### src/rtl/fwrv_pkg.sv
// Shared types and constants for the FIFO with remove-by-value.
`default_nettype none
package fwrv_pkg;

  localparam int unsigned DATA_W = 32;
  localparam int unsigned OCC_W  = 5;

  typedef enum logic [1:0] {
    OP_ENQ    = 2'd0,
    OP_DEQ    = 2'd1,
    OP_REMOVE = 2'd2,
    OP_NONE   = 2'd3
  } op_t;

  typedef enum logic [1:0] {
    STAT_OK        = 2'd0,
    STAT_EMPTY     = 2'd1,
    STAT_NOT_FOUND = 2'd2,
    STAT_FULL      = 2'd3
  } status_t;

  typedef enum logic [2:0] {
    ST_IDLE,
    ST_DEQ,
    ST_SCAN,
    ST_SHIFT,
    ST_DONE
  } state_t;

endpackage
`default_nettype wire

### src/rtl/fwrv_if.sv
// Request and response channel interfaces for the FIFO with remove-by-value.
`default_nettype none
interface fwrv_req_if;
  logic                               valid;
  logic                               ready;
  fwrv_pkg::op_t                      op;
  logic signed [fwrv_pkg::DATA_W-1:0] value;

  modport source (output valid, op, value, input ready);
  modport sink (input valid, op, value, output ready);
endinterface

interface fwrv_rsp_if;
  logic                               valid;
  logic                               ready;
  logic signed [fwrv_pkg::DATA_W-1:0] result_value;
  fwrv_pkg::status_t                  status;
  logic                               is_empty;
  logic [fwrv_pkg::OCC_W-1:0]         occupancy;

  modport source (output valid, result_value, status, is_empty, occupancy, input ready);
  modport sink (input valid, result_value, status, is_empty, occupancy, output ready);
endinterface
`default_nettype wire

### src/rtl/fifo_with_remove_by_value_unit.sv
// Enqueue and unused ops go from the request to the result state; dequeue first waits for
// the head entry from the store; remove reads one entry per cycle from the entry store,
// then the compaction streams behind the scan through the same read port.
// One item is in flight at a time; a waiting result does not block the next input.
// Reset empties the queue; stored entries are left as they are and never read unwritten.
`default_nettype none
module fifo_with_remove_by_value_unit #(
  parameter int unsigned QUEUE_DEPTH = 16
) (
  input wire logic  clk,
  input wire logic  rst,
  fwrv_req_if.sink  req,
  fwrv_rsp_if.source rsp
);

  localparam int unsigned AW = (QUEUE_DEPTH > 1) ? $clog2(QUEUE_DEPTH) : 1;
  localparam int unsigned CW = $clog2(QUEUE_DEPTH + 1);

  // Map a position counted from the head to a physical address.
  function automatic logic [AW-1:0] wrap(input logic [AW-1:0] base, input logic [CW-1:0] pos);
    logic [AW:0] s;
    s = {1'b0, base} + (AW+1)'(pos);
    if (s >= (AW+1)'(QUEUE_DEPTH)) begin
      s = s - (AW+1)'(QUEUE_DEPTH);
    end
    return s[AW-1:0];
  endfunction

  fwrv_pkg::state_t state, state_next;
  logic [CW-1:0] count, count_next;
  logic [AW-1:0] head, head_next;
  logic [CW-1:0] rd_pos, rd_pos_next;
  logic [CW-1:0] pend_pos, pend_pos_next;
  logic          pend, pend_next;
  logic [fwrv_pkg::DATA_W-1:0] key, key_next;
  logic [fwrv_pkg::DATA_W-1:0] res_value, res_value_next;
  fwrv_pkg::status_t           res_status, res_status_next;

  logic                          out_valid, out_valid_next;
  logic [fwrv_pkg::DATA_W-1:0]   out_value, out_value_next;
  fwrv_pkg::status_t             out_status, out_status_next;
  logic                          out_empty, out_empty_next;
  logic [fwrv_pkg::OCC_W-1:0]    out_occ, out_occ_next;

  logic                          we;
  logic [AW-1:0]                 waddr;
  logic [fwrv_pkg::DATA_W-1:0]   wdata;
  logic [AW-1:0]                 raddr;
  logic [fwrv_pkg::DATA_W-1:0]   rd_data;
  logic                          issue;

  fwrv_ram #(
    .DEPTH (QUEUE_DEPTH),
    .AW    (AW)
  ) u_ram (
    .clk   (clk),
    .we    (we),
    .waddr (waddr),
    .wdata (wdata),
    .raddr (raddr),
    .rdata (rd_data)
  );

  assign req.ready        = (state == fwrv_pkg::ST_IDLE);
  assign rsp.valid        = out_valid;
  assign rsp.result_value = out_value;
  assign rsp.status       = out_status;
  assign rsp.is_empty     = out_empty;
  assign rsp.occupancy    = out_occ;

  // Sequencer: next state, store accesses and result fields.
  always_comb begin
    state_next      = state;
    count_next      = count;
    head_next       = head;
    rd_pos_next     = rd_pos;
    pend_next       = pend;
    pend_pos_next   = pend_pos;
    key_next        = key;
    res_value_next  = res_value;
    res_status_next = res_status;
    out_valid_next  = out_valid & ~rsp.ready;
    out_value_next  = out_value;
    out_status_next = out_status;
    out_empty_next  = out_empty;
    out_occ_next    = out_occ;
    we              = 1'b0;
    waddr           = wrap(head, count);
    wdata           = req.value;
    raddr           = wrap(head, rd_pos);
    issue           = rd_pos < count;

    case (state)
      fwrv_pkg::ST_IDLE: begin
        if (req.valid) begin
          key_next        = req.value;
          res_value_next  = '0;
          res_status_next = fwrv_pkg::STAT_OK;
          rd_pos_next     = '0;
          pend_next       = 1'b0;
          state_next      = fwrv_pkg::ST_DONE;
          case (req.op)
            fwrv_pkg::OP_ENQ: begin
              if (count == CW'(QUEUE_DEPTH)) begin
                res_status_next = fwrv_pkg::STAT_FULL;
              end else begin
                we         = 1'b1;
                count_next = count + CW'(1);
              end
            end
            fwrv_pkg::OP_DEQ: begin
              raddr = head;
              if (count == '0) begin
                res_status_next = fwrv_pkg::STAT_EMPTY;
              end else begin
                state_next = fwrv_pkg::ST_DEQ;
              end
            end
            fwrv_pkg::OP_REMOVE: begin
              state_next = fwrv_pkg::ST_SCAN;
            end
            default: begin
              state_next = fwrv_pkg::ST_DONE;
            end
          endcase
        end
      end

      // Head data is back from the store.
      fwrv_pkg::ST_DEQ: begin
        res_value_next = rd_data;
        head_next      = wrap(head, CW'(1));
        count_next     = count - CW'(1);
        state_next     = fwrv_pkg::ST_DONE;
      end

      // Read one entry per cycle and compare the one read the cycle before.
      fwrv_pkg::ST_SCAN: begin
        pend_next = issue;
        if (issue) begin
          pend_pos_next = rd_pos;
          rd_pos_next   = rd_pos + CW'(1);
        end
        if (pend && (rd_data == key)) begin
          state_next = fwrv_pkg::ST_SHIFT;
        end else if (!issue) begin
          res_status_next = fwrv_pkg::STAT_NOT_FOUND;
          state_next      = fwrv_pkg::ST_DONE;
        end
      end

      // Move each later entry up by one; the write trails the read by two positions.
      fwrv_pkg::ST_SHIFT: begin
        if (pend) begin
          we    = 1'b1;
          waddr = wrap(head, pend_pos - CW'(1));
          wdata = rd_data;
        end
        pend_next = issue;
        if (issue) begin
          pend_pos_next = rd_pos;
          rd_pos_next   = rd_pos + CW'(1);
        end else begin
          count_next = count - CW'(1);
          state_next = fwrv_pkg::ST_DONE;
        end
      end

      // Hand the result to the output register once it is free.
      fwrv_pkg::ST_DONE: begin
        if (!out_valid || rsp.ready) begin
          out_valid_next  = 1'b1;
          out_value_next  = res_value;
          out_status_next = res_status;
          out_empty_next  = (count == '0);
          out_occ_next    = fwrv_pkg::OCC_W'(count);
          state_next      = fwrv_pkg::ST_IDLE;
        end
      end

      default: begin
        state_next = fwrv_pkg::ST_IDLE;
      end
    endcase
  end

  // Control registers.
  always_ff @(posedge clk) begin
    if (rst) begin
      state     <= fwrv_pkg::ST_IDLE;
      count     <= '0;
      head      <= '0;
      rd_pos    <= '0;
      pend      <= 1'b0;
      out_valid <= 1'b0;
    end else begin
      state     <= state_next;
      count     <= count_next;
      head      <= head_next;
      rd_pos    <= rd_pos_next;
      pend      <= pend_next;
      out_valid <= out_valid_next;
    end
  end

  // Payload registers.
  always_ff @(posedge clk) begin
    pend_pos   <= pend_pos_next;
    key        <= key_next;
    res_value  <= res_value_next;
    res_status <= res_status_next;
    out_value  <= out_value_next;
    out_status <= out_status_next;
    out_empty  <= out_empty_next;
    out_occ    <= out_occ_next;
  end

endmodule
`default_nettype wire

### src/rtl/fwrv_ram.sv
// Entry store: one write port and one read port with registered read data.
`default_nettype none
module fwrv_ram #(
  parameter int unsigned DEPTH = 16,
  parameter int unsigned AW    = 4
) (
  input  wire logic                          clk,
  input  wire logic                          we,
  input  wire logic [AW-1:0]                 waddr,
  input  wire logic [fwrv_pkg::DATA_W-1:0]   wdata,
  input  wire logic [AW-1:0]                 raddr,
  output      logic [fwrv_pkg::DATA_W-1:0]   rdata
);

  logic [fwrv_pkg::DATA_W-1:0] mem [DEPTH];

  // Write port.
  always_ff @(posedge clk) begin
    if (we) begin
      mem[waddr] <= wdata;
    end
  end

  // Read port with registered read data.
  always_ff @(posedge clk) begin
    rdata <= mem[raddr];
  end

endmodule
`default_nettype wire

### src/flat_wrapper.sv
// flat-port wrapper written by rule: the top's interface ports become plain ports
module fifo_with_remove_by_value_unit_flat 
#(
  parameter int unsigned QUEUE_DEPTH = 16
)
  (clk, rst, req_valid, req_op, req_value, req_ready, rsp_valid, rsp_result_value, rsp_status, rsp_is_empty, rsp_occupancy, rsp_ready);
  fwrv_req_if req_i ();
  fwrv_rsp_if rsp_i ();
  input wire logic clk;
  input wire logic rst;
  input wire logic [$bits(req_i.valid)-1:0] req_valid;
  input wire logic [$bits(req_i.op)-1:0] req_op;
  input wire logic [$bits(req_i.value)-1:0] req_value;
  output wire logic [$bits(req_i.ready)-1:0] req_ready;
  output wire logic [$bits(rsp_i.valid)-1:0] rsp_valid;
  output wire logic [$bits(rsp_i.result_value)-1:0] rsp_result_value;
  output wire logic [$bits(rsp_i.status)-1:0] rsp_status;
  output wire logic [$bits(rsp_i.is_empty)-1:0] rsp_is_empty;
  output wire logic [$bits(rsp_i.occupancy)-1:0] rsp_occupancy;
  input wire logic [$bits(rsp_i.ready)-1:0] rsp_ready;
  assign req_i.valid = req_valid;
  assign req_i.op = req_op;
  assign req_i.value = req_value;
  assign req_ready = req_i.ready;
  assign rsp_valid = rsp_i.valid;
  assign rsp_result_value = rsp_i.result_value;
  assign rsp_status = rsp_i.status;
  assign rsp_is_empty = rsp_i.is_empty;
  assign rsp_occupancy = rsp_i.occupancy;
  assign rsp_i.ready = rsp_ready;
  fifo_with_remove_by_value_unit #(.QUEUE_DEPTH(QUEUE_DEPTH)) u_core (.clk(clk), .rst(rst), .req(req_i), .rsp(rsp_i));
endmodule
### config.mk
export PLATFORM = sky130hd
export DESIGN_NAME = fifo_with_remove_by_value_unit_flat
export DESIGN_NICKNAME = d
export VERILOG_FILES = /design/src/rtl/fwrv_pkg.sv /design/src/rtl/fwrv_if.sv /design/src/rtl/fifo_with_remove_by_value_unit.sv /design/src/rtl/fwrv_ram.sv /design/src/flat_wrapper.sv
export SDC_FILE = /design/constraint.sdc
export NUM_CORES = 1
export LEC_CHECK = 0
export BUFFER_PORTS_ARGS = -buffer_cell sky130_fd_sc_hd__buf_2
export CAP_MARGIN = 40
export CORE_MARGIN = 1
export CORE_UTILIZATION = 45
export DETAILED_ROUTE_END_ITERATION = 10
export PLACE_DENSITY = 0.63
export SYNTH_ARGS = -nofsm -noshare
export SYNTH_HDL_FRONTEND = slang
export SYNTH_SLANG_ARGS = --single-unit
### constraint.sdc
create_clock -name clk -period 9.9 [get_ports clk]
set_input_delay 0.495 -clock clk [delete_from_list [all_inputs] [get_ports clk]]
set_output_delay 0.495 -clock clk [all_outputs]
set_load 0.01 [all_outputs]
==> impl_metrics.yaml <==
cells_and_area:
  nFillCells: 4701
  stdcell_count: 2437
  final_common_cell: "edfxtp_1"
  area_delta_synth_final_pct: 13.2
  drive_gt1_share_pct: 23.8
  final_cell_mix: "edfxtp_1 (622), nand2_1 (105), mux2i_1 (96)"
  fin_nets: 1675
drt:
  routed_wl_mm: 62.1
  wl_per_cell_um: 25.5
  vias_per_cell: 5.71
  drt-initial-drc-count: 1357
  dr_total_vias: 13900
  drt_pass1_iterations: 5
  ant_nets: 0
  drc_errors: 0
clock_tree:
  cts_htree_levels: 3
  clockRootBuffer: "clkbuf_16"
  clk_latency_ns: 0.60
  cts-hold-fix-buffers: 0
  cts.sink_count: 673
  post_cts_buffers: 0
  cts_max_path_buffers: 3
  cts_made_buffers: 66
  tritoncts: "built"
  path_clk_slew_ns: 0.06
  cts_resized: 0
sta:
  clock.fmax_ghz: 0.234
  relSlewSlack_pct: 32.5
  timing.final.crit_period_ns: 4.27
  fin_skew_ns: 0.0260
  tightestPinTransition_ns: 1.01
  slew_viol_final: 0
  finalHoldViolCount: 0
  finalSetupTns_ns: 0
  holdWs_ns: 0.110
  fin_crit_sh_pct: 43.2
  rsz0062_at_grt: "no"
  setup_viol: 0
placement:
  gp_congestion: 0.792
  io_buffers: 79
  dpl.hpwl_mm: 34.8
  dp_cells: 2319
global_route:
  grt_usage_pct: 20.9
  grt_max_degree: 121
  grt_overflow: 0
  grt_pass1_wl_mm: 90.9
  antenna_found_initial: 1
  grt_pass1_vias: 13800
die:
  die_y_um: 246
  start_util_pct: 45.5
  die_w_um: 246
  core-area_um2: 58900
  die_area_um2: 60500
  ioPinCount: 80
  rows: 89
setup_path:
  cp.arrival_ns: 4.72
  crit_path_end_kind: "register"
  critical_path_class: "reg -> reg"
  cp.required_ns: 10.34
  worstSetupStartpointType: "register"
  cp_max_fo: 120
synthesis:
  synth_top_area_cell: "edfxtp_1"
  synth_area_per_cell_um2: 17.8
  synthCells: 1504
  ys_async_sr_fraction_pct: 0
  ys_ff_latch: 673
  synthFlopType: "edfxtp_1"
  yosysSeqAreaShare_pct: 73.5
  synthTopCellsByArea: "edfxtp_1 (70%), mux4_2 (5.4%), dfxtp_1 (3.8%)"
  synth_cell_type_count: 59
  synth_top_area_share_pct: 69.7
  ys_warn_count: 0
  syn-cell-area_um2: 26800
  synth_edf_count: 622
  syn_nets: 1565
job:
  cap_violations: 0
power:
  p_leak_nw: 10.7
  p_per_area_nw_per_um2: 194
  vdd_drop_max_mv: 0.139
outcome:
  outcome: "completed"
worst_hold_path:
  hp-class: "in -> reg"
==> cells by family after synthesis <==
kind of cell | synth area share (%)
AOI/OAI and AO/OA | 7.05
and+or+nand+nor | 4.58
DFF | 73.5
muxes | 10.3
xor gates and xnor gates | 1.37
buffers and inverters | 1.95
adders and majority gates | 1.19
==> Yosys cell counts (all sizes together) (2+ instances only) <==
master	number
a211oi	6
a21boi	2
a21o	6
a21oi	50
a22oi	31
a31oi	5
and3	37
buf	36
clkbuf	40
dfxtp	51
edfxtp	622
fa	4
ha	19
inv	23
mux2	32
mux2i	96
mux4	64
nand2	106
nand2b	9
nand3	13
nand3b	2
nand4	9
nor2	24
nor2b	5
nor3	21
nor3b	4
nor4	4
o2111ai	3
o211ai	5
o21a	2
o21ai	48
o221ai	32
o22a	32
or2	3
or3	6
xnor2	35
xor2	7
==> critical path, cell delays in order (launching register included) <==
cell      delay [ns]
dfxtp_1         0.43
or4b_4          0.70
clkinv_4        0.36
a21boi_2        0.19
nor2_8          0.63
buf_12          0.59
mux4_2          0.61
a22oi_2         0.20
o221ai_2        0.11
==> metrics by stage <==
step,power (mW),instance area [µm²],worst slack (ns),util [%]
after floorplan,3.40,26800,4.92,-
after global placement,3.49,28100,5.56,47.7
after detailed placement,3.49,28200,5.53,47.9
after CTS,5.93,30300,5.60,51.5
after global routing,6.06,30300,5.34,51.5
final,5.88,30300,5.63,51.5
==> state kept, by name, indices dropped and copies added, names as in the netlist, 2 cells and up <==
register                 cells
u_core.rd_pos                5
u_core.u_ram.mem           512
u_core.state                 3
u_core.pend_pos              4
u_core.rsp.status            2
u_core.u_ram.rdata          32
u_core.rsp.occupancy         5
u_core.rsp.result_value     32
u_core.head                  4
u_core.key                  32
u_core.count                 5
u_core.res_value            32
u_core.res_status            2
==> where the power goes <==
part / switching, mW / total [mW] / internal (mW)
logic: 0.147 / 0.221 / 0.0736
clock network: 1.01 / 2.45 / 1.44
registers: 0.0374 / 3.21 / 3.17
total: 1.20 / 5.88 / 4.69
==> final timing paths <==
path | slack (ns) | endpoint | from | cells past startpoint
worst min-delay path | 0.11 | u_core.key[15]$_DFFE_PP_ | req_value[15] | 1
worst max register to register | 5.63 | u_core.u_ram.rdata[16]$_DFF_P_ | u_core.state[2]$_SDFFE_PP0P_ | 8
worst min register to register | 0.41 | u_core.rsp.result_value[29]$_DFFE_PP_ | u_core.res_value[29]$_SDFFCE_PN0P_ | 0
worst max-delay path | 5.63 | u_core.u_ram.rdata[16]$_DFF_P_ | u_core.state[2]$_SDFFE_PP0P_ | 8
==> area by class of cell <==
type | instances | area, µm² | area share [%]
multi-input cells | 731 | 6690 | 22.1
repair buffers | 118 | 753 | 2.48
diodes | 1 | 2.50 | 0.00825
clock inverters | 21 | 240 | 0.792
well taps | 773 | 967 | 3.19
flip-flops and latches | 673 | 19700 | 65.0
inverters | 24 | 95.1 | 0.314
clock buffers | 96 | 1870 | 6.16
==> metal layers <==
metal | wire length, µm | global-route usage, %
met1 | 25100 | 26.9
met2 | 32000 | 36.3
met3 | 3560 | 3.02
met4 | 1400 | 6.47
met5 | 0 | 0
Power figures use the tool's default switching activity.
